**src/rtl/uer_pkg.sv**
```systemverilog
package uer_pkg;

	localparam int CMD_W   = 2;
	localparam int PHASE_W = 3;
	localparam int TICK_W  = 16;
	localparam int US_W    = 20;

	localparam logic [CMD_W-1:0] CMD_NONE    = 2'd0;
	localparam logic [CMD_W-1:0] CMD_START   = 2'd1;
	localparam logic [CMD_W-1:0] CMD_COLLECT = 2'd2;

	localparam logic [PHASE_W-1:0] PH_IDLE    = 3'd0;
	localparam logic [PHASE_W-1:0] PH_TRIG    = 3'd1;
	localparam logic [PHASE_W-1:0] PH_WAIT    = 3'd2;
	localparam logic [PHASE_W-1:0] PH_ECHO    = 3'd3;
	localparam logic [PHASE_W-1:0] PH_READY   = 3'd4;
	localparam logic [PHASE_W-1:0] PH_TIMEOUT = 3'd5;

	localparam logic [1:0] REG_TRIGGER_TICKS = 2'd0;
	localparam logic [1:0] REG_TIMEOUT_TICKS = 2'd1;
	localparam logic [1:0] REG_TICK_US       = 2'd2;

	localparam logic [7:0]  TRIGGER_TICKS_RST = 8'd3;
	localparam logic [15:0] TIMEOUT_TICKS_RST = 16'd10000;
	localparam logic [3:0]  TICK_US_RST       = 4'd4;

	typedef struct packed {
		logic [7:0]  trigger_ticks;
		logic [15:0] timeout_ticks;
		logic [3:0]  tick_us;
	} cfg_t;

	// Result word, first field in the highest bits.
	typedef struct packed {
		logic [US_W-1:0]    echo_us;
		logic               collect_ok;
		logic [PHASE_W-1:0] phase;
		logic               trig_level;
	} result_t;

	typedef struct packed {
		logic             echo_level;
		logic [CMD_W-1:0] cmd;
	} item_t;

endpackage

```
**src/rtl/ultrasonic_echo_ranging_fsm.sv**
```systemverilog
// The result word for an input word appears on the cycle after it is taken.
// Throughput: one word per cycle while the sink takes results; the phase update and the 16x4 width multiply sit
// between the phase registers and the output register.
// Reset (arst_n low, asynchronous): phase idle, tick count and stored width zero,
// trigger low, output empty, registers back to 3 / 10000 / 4.
module ultrasonic_echo_ranging_fsm (
	input  logic        clk,
	input  logic        arst_n,
	// input stream
	input  logic        s_tvalid,
	output logic        s_tready,
	input  logic [7:0]  s_tdata,   // [1:0] cmd, [2] echo_level, [7:3] zero
	// result stream
	output logic        m_tvalid,
	input  logic        m_tready,
	output logic [31:0] m_tdata,   // [0] trig_level, [3:1] phase, [4] collect_ok,
	                               // [24:5] echo_us, [31:25] zero
	// register writes
	input  logic        cfg_we,
	input  logic [1:0]  cfg_index,
	input  logic [15:0] cfg_data
);
	import uer_pkg::*;

	cfg_t    cfg_q;
	item_t   item;
	result_t result;
	result_t out_q;
	logic    out_valid_q;
	logic    accept;

	// Register file: the user writes only while the block is quiet (not enforced); taken at once.
	always_ff @(posedge clk or negedge arst_n) begin
		if (!arst_n) begin
			cfg_q.trigger_ticks <= TRIGGER_TICKS_RST;
			cfg_q.timeout_ticks <= TIMEOUT_TICKS_RST;
			cfg_q.tick_us       <= TICK_US_RST;
		end else if (cfg_we) begin
			case (cfg_index)
				REG_TRIGGER_TICKS: cfg_q.trigger_ticks <= cfg_data[7:0];
				REG_TIMEOUT_TICKS: cfg_q.timeout_ticks <= cfg_data;
				REG_TICK_US:       cfg_q.tick_us       <= cfg_data[3:0];
				default: ;
			endcase
		end
	end

	// Take a new word whenever the output register is empty or being drained.
	assign s_tready = !out_valid_q || m_tready;
	assign accept   = s_tvalid && s_tready;
	assign item     = s_tdata[2:0];

	uer_ctrl u_ctrl (
		.clk    (clk),
		.arst_n (arst_n),
		.advance(accept),
		.item   (item),
		.cfg    (cfg_q),
		.result (result)
	);

	// Output register: hold the word until the sink takes it.
	always_ff @(posedge clk or negedge arst_n) begin
		if (!arst_n) begin
			out_valid_q <= 1'b0;
		end else if (accept) begin
			out_valid_q <= 1'b1;
		end else if (m_tready) begin
			out_valid_q <= 1'b0;
		end
	end

	always_ff @(posedge clk) begin
		if (accept) begin
			out_q <= result;
		end
	end

	assign m_tvalid = out_valid_q;
	assign m_tdata  = {7'd0, out_q};

	// An empty output register never blocks the input side.
	a_ready_when_empty: assert property (@(posedge clk) disable iff (!arst_n)
		!out_valid_q |-> s_tready)
		else $error("input stalled with empty output register");

	// A collected measurement always drops the block back to idle.
	a_collect_idle: assert property (@(posedge clk) disable iff (!arst_n)
		(out_valid_q && out_q.collect_ok) |-> (out_q.phase == PH_IDLE))
		else $error("collect_ok outside idle");

	// Trigger is driven only in the trigger phase.
	a_trig_phase: assert property (@(posedge clk) disable iff (!arst_n)
		(out_valid_q && out_q.trig_level) |-> (out_q.phase == PH_TRIG))
		else $error("trigger high outside trigger phase");

	// A width is only reported with collect_ok.
	a_value_ok: assert property (@(posedge clk) disable iff (!arst_n)
		(out_valid_q && !out_q.collect_ok) |-> (out_q.echo_us == '0))
		else $error("echo_us nonzero without collect_ok");

endmodule

```
**src/rtl/uer_ctrl.sv**
```systemverilog
module uer_ctrl (
	input  logic             clk,
	input  logic             arst_n,
	input  logic             advance,
	input  uer_pkg::item_t   item,
	input  uer_pkg::cfg_t    cfg,
	output uer_pkg::result_t result
);
	import uer_pkg::*;

	typedef enum logic [PHASE_W-1:0] {
		IDLE    = PH_IDLE,
		TRIG    = PH_TRIG,
		WAIT    = PH_WAIT,
		ECHO    = PH_ECHO,
		READY   = PH_READY,
		TIMEOUT = PH_TIMEOUT
	} phase_t;

	phase_t            phase_q, phase_d;
	logic [TICK_W-1:0] elapsed_q, elapsed_d, elapsed_inc;
	logic [US_W-1:0]   meas_q, meas_d;
	logic              trig_q, trig_d;
	logic              ok;
	logic [US_W-1:0]   value;

	// saturating tick count
	assign elapsed_inc = (&elapsed_q) ? elapsed_q : elapsed_q + TICK_W'(1);

	always_comb begin
		phase_d   = phase_q;
		elapsed_d = elapsed_q;
		meas_d    = meas_q;
		trig_d    = trig_q;
		ok        = 1'b0;
		value     = '0;

		case (phase_q)
			TRIG: begin
				elapsed_d = elapsed_inc;
				if (elapsed_inc >= {8'd0, cfg.trigger_ticks}) begin
					trig_d    = 1'b0;
					elapsed_d = '0;
					phase_d   = WAIT;
				end
			end
			WAIT: begin
				elapsed_d = elapsed_inc;
				if (item.echo_level) begin
					elapsed_d = '0;
					phase_d   = ECHO;
				end else if (elapsed_inc >= cfg.timeout_ticks) begin
					trig_d  = 1'b0;
					phase_d = TIMEOUT;
				end
			end
			ECHO: begin
				elapsed_d = elapsed_inc;
				if (!item.echo_level) begin
					meas_d  = US_W'(elapsed_inc) * US_W'(cfg.tick_us);
					phase_d = READY;
				end else if (elapsed_inc >= cfg.timeout_ticks) begin
					phase_d = TIMEOUT;
				end
			end
			default: ;
		endcase

		// command acts on the phase after the tick update
		case (item.cmd)
			CMD_START: begin
				if (phase_d == IDLE) begin
					meas_d    = '0;
					elapsed_d = '0;
					trig_d    = 1'b1;
					phase_d   = TRIG;
				end
			end
			CMD_COLLECT: begin
				if (phase_d == READY) begin
					ok      = 1'b1;
					value   = meas_d;
					phase_d = IDLE;
				end else if (phase_d == TIMEOUT) begin
					phase_d = IDLE;
				end
			end
			default: ;
		endcase
	end

	always_ff @(posedge clk or negedge arst_n) begin
		if (!arst_n) begin
			phase_q   <= IDLE;
			elapsed_q <= '0;
			meas_q    <= '0;
			trig_q    <= 1'b0;
		end else if (advance) begin
			phase_q   <= phase_d;
			elapsed_q <= elapsed_d;
			meas_q    <= meas_d;
			trig_q    <= trig_d;
		end
	end

	assign result.trig_level = trig_d;
	assign result.phase      = phase_d;
	assign result.collect_ok = ok;
	assign result.echo_us    = value;

endmodule

```
**config.mk**
```make
export PLATFORM = sky130hd
export DESIGN_NAME = ultrasonic_echo_ranging_fsm
export DESIGN_NICKNAME = d
export VERILOG_FILES = /design/src/rtl/uer_pkg.sv /design/src/rtl/ultrasonic_echo_ranging_fsm.sv /design/src/rtl/uer_ctrl.sv
export SDC_FILE = /design/constraint.sdc
export NUM_CORES = 1
export LEC_CHECK = 0
export ABC_AREA = 1
export BUFFER_PORTS_ARGS = -buffer_cell sky130_fd_sc_hd__buf_2
export CAP_MARGIN = 20
export CORE_ASPECT_RATIO = 0.8
export CORE_MARGIN = 4
export CORE_UTILIZATION = 40
export CTS_CLUSTER_SIZE = 30
export DETAILED_ROUTE_END_ITERATION = 8
export HOLD_SLACK_MARGIN = 0.12
export RECOVER_POWER = 25
export SYNTH_ARGS = -nofsm -noshare
export SYNTH_HDL_FRONTEND = slang
export SYNTH_SLANG_ARGS = --single-unit
```
**constraint.sdc**
```tcl
create_clock -name clk -period 6.3 [get_ports clk]
set_clock_uncertainty 0.2 [all_clocks]
set_input_delay 0.945 -clock clk [delete_from_list [all_inputs] [get_ports clk]]
set_output_delay 0.945 -clock clk [all_outputs]
set_load 0.02 [all_outputs]
```
==> summary.txt <==
Drt
  – Drt initial violations: 444
  – Routed Antenna Nets: 0
  – Post-Route WL: 17800 um
  – DRC viols: 0
  – DRT Pass-1 Iters: 5
  – Via/cell ratio: 5.00
  – Wire per inst: 14.1 um
  – Vias: between 6000 and 7000

Worst setup path
  – Most frequent CP cell: nand2_1
  – Critical path's largest stage delay: 0.56 ns
  – CP max-delay cell: fa_1
  – CP required: between 6 and 7 ns
  – WP data arrival: 5.57 ns
  – Crit Path Class: flip-flop to flip-flop
  – Crit. End Element: flip-flop
  – CP Max Fanout: 8
  – Worst Setup Start Kind: flip-flop

Power and ir drop
  – Overall power: 0.00217 W
  – Sequential share of power: 36.6%
  – Comb power frac: between 30% and 40%
  – Switching power: 0.000858 W
  – Leak Pwr: 4.03 nW
  – Net Sw Frac: 39.4%
  – PD cells: 267 nW/um^2
  – Clock power share: 27.0%
  – P_int: about 0.0013 W
  – Max IR drop VDD: roughly 0.16 mV

Logic synthesis
  – Area leader, netlist: dfrtp_1
  – Leading register cell type out of synthesis: dfrtp_1
  – Synth Area in Simple Gates: between 20% and 30%
  – Synth Instances: ~990
  – Unique cell type count in the Yosys netlist: 47
  – Largest cells by area after synthesis: dfrtp_1 21%, nand2_1 12%, edfxtp_1 10%, ha_1 8.6%, inv_1 8.6%
  – Register area share after synthesis: 33.7%
  – Post-Synth XOR/XNOR Area: under 10%
  – Yosys warns: 0
  – Compound-Gate Fraction of Synth Area: 12.9%
  – Adder-cell share of the synthesized area: between 10% and 20%
  – Top cell type's share of synthesized area: between 20% and 30%
  – Post-synthesis mux area share: 0%
  – Post-Syn Area: 7380 sq um
  – Ys async rst share: between 70 and 80%
  – Largest family of logic cells by synthesized area: simple AND/OR/NAND/NOR gates
  – Avg Inst Size Synth: approximately 7.5 sq um
  – Synth Register Bits: 94
  – EDFF count, synth: 25

Timing
  – Setup violators final: 0
  – Worst-Margin Slew: 3.96 ns
  – Fin crit period: 5.62 ns
  – Final period util: between 80% and 90%
  – FMAX: 178 MHz
  – Setup TNS Final: 0 ns
  – Rel. slew slack: -164%
  – Final Max Tran Viols: approximately 120
  – RSZ-0062 raised after global routing: false
  – Final hold vios: 0

Clock tree
  – Max Root-Sink Buffers: 2
  – Clock sink total: 94
  – CTS Hold Buffers Added: 0
  – H-tree levels: 3
  – Post-CTS setup repair buffer count: 0
  – Worst skew pair latency: 0.36 ns
  – Reg clk slew, reported paths: 0.07 ns
  – TritonCTS clock tree: done
  – CTS Buf Count: 9
  – Post-CTS Resized: 0
  – Clock Tree Root: clkbuf_16

Placed design
  – Detailed Place HPWL: 13300 um
  – Number of port buffers: between 50 and 60
  – Final GP Congestion: 0.898

Min path
  – Hold WC Path Type: flip-flop to flip-flop

Floorplan
  – Die width: ~160 um
  – Die Area: slightly above 20000 sq um
  – Die height: roughly 130 um
  – Core area: 18100 sq um
  – Starting density of the core: 40.8%
  – I/O Pins: 65
  – Row cnt: 44

Global route
  – GRT Util Overall: ~18%
  – Congestion Overflow GR: 0
  – First-pass GRT wire length: 29800 um
  – Pin count of the biggest net entering global routing: 70
  – Number of global-route vias before repair: 6017
  – Initial antenna violation count: 0

Outcome
  – Outcome: finished with violations
  – Violated checks: capacitance limit, slew limit

Job
  – Max Cap Violations: 2

Final layout
  – Layout cells sized above 1: 12.5%
  – Final nets: 1139
  – Util after Layout: 45.0%
  – ANT cells: 0
  – P&R area growth vs syn: 10.3%
==> power by group through the flow <==
stage               sequential [W]  clock (W)  combinational (W)
finish                    0.000796   0.000586           0.000792
CTS                       0.000795   0.000596           0.000791
global placement          0.000804          0           0.000779
detailed placement        0.000806          0           0.000786
floorplan                 0.000804          0           0.000569
global route              0.000809   0.000623           0.000903
==> worst max-delay path, delay by kind of cell, from the launching register on <==
family                   cells  cell delay, ns
adder cells (fa/ha/maj)      4            1.77
flip-flops                   1            0.48
AO/OA/AOI/OAI                6            0.92
XOR/XNOR                     1            0.19
AND/OR/NAND/NOR             11            1.22
buffers and inverters        6            0.65
==> cell usage after synthesis (2+ instances only) <==
cell / instances
nand2_1: 236
inv_1: 169
nor2_1: 88
o21ai_0: 66
dfrtp_1: 61
a21oi_1: 58
ha_1: 51
nand3_1: 29
fa_1: 28
nor2_2: 26
edfxtp_1: 25
clkbuf_1: 23
o21ai_1: 20
xor2_1: 11
o22ai_1: 9
buf_4: 8
dfstp_2: 8
nand4_1: 8
a22oi_1: 7
nand2_2: 6
or2_2: 6
nor3_1: 5
xnor2_1: 4
inv_2: 3
o211ai_1: 3
a21o_1: 2
a31o_2: 2
and2_1: 2
buf_2: 2
buf_6: 2
nand4_4: 2
o21a_1: 2
==> placed cells by master, fill, tap and decap left out, types with 9 or more instances in the layout <==
master,instances
o22ai_1,9
inv_1,168
edfxtp_1,25
nand3_1,29
clkbuf_16,9
nor2_1,87
fa_1,28
buf_2,52
nand2_1,236
nor2_2,27
ha_1,51
xor2_1,11
o21ai_1,20
o21ai_0,66
dfrtp_1,61
a21oi_1,58
==> sequential cells by signal, summed over array words and instances, names as in the netlist <==
register and count:
u_ctrl.trig_q 1, u_ctrl.meas_q 20, u_ctrl.phase_q 3, m_tdata 25, m_tvalid 1, u_ctrl.elapsed_q 16
cfg_q 28
==> per-stage QoR <==
stage	cell area, sq um	hold slack, ns	cells	setup slack (ns)
after floorplan	7410	0.242	993	1.60
after global placement	7830	0.255	1247	0.845
final	8150	0.273	1264	0.677
after detailed placement	7830	0.258	1247	0.789
after global routing	8150	0.294	1264	0.203
after CTS	8140	0.276	1263	0.751
==> worst paths after layout <==
kind	startpoint	end	slack (ns)	cells past startpoint
setup / recovery	u_ctrl.elapsed_q[0]$_DFFE_PN0P_	u_ctrl.meas_q[10]$_DFFE_PN0P_	0.68	28
hold / removal	u_ctrl.meas_q[5]$_DFFE_PN0P_	u_ctrl.meas_q[5]$_DFFE_PN0P_	0.27	2
setup reg to reg	u_ctrl.elapsed_q[0]$_DFFE_PN0P_	u_ctrl.meas_q[10]$_DFFE_PN0P_	0.68	28
hold reg to reg	u_ctrl.meas_q[5]$_DFFE_PN0P_	u_ctrl.meas_q[5]$_DFFE_PN0P_	0.27	2
max in group asynchronous	arst_n	cfg_q[3]$_DFFE_PN0P_	1.81	2
min in group asynchronous	arst_n	cfg_q[27]$_DFFE_PN0P_	1.88	2
==> per-layer routing <==
layer | up-vias | track usage, % | part of all wire [%]
li1 | 3194 | - | -
met4 | 0 | 3.54 | 1.2
met3 | 17 | 3.59 | 5.4
met1 | 2992 | 25.8 | 50
met2 | 116 | 27.7 | 43
met5 | - | 0 | 0
==> final cells by class <==
cell class,instances,area [sq um]
clock buffers,12,236
clock inverters,4,72.6
fillers,1837,9970
inverters,173,649
multi-input cells,691,4090
flip-flops and latches,94,2490
well taps,230,288
repair buffers,60,320
==> cells by family after synthesis <==
group	count (synthesis)
other cells	1
simple gates	414
fa+ha+maj	79
compound gates	176
flops	94
xor+xnor	15
buf+inv	208
Power figures use the tool's default switching activity.
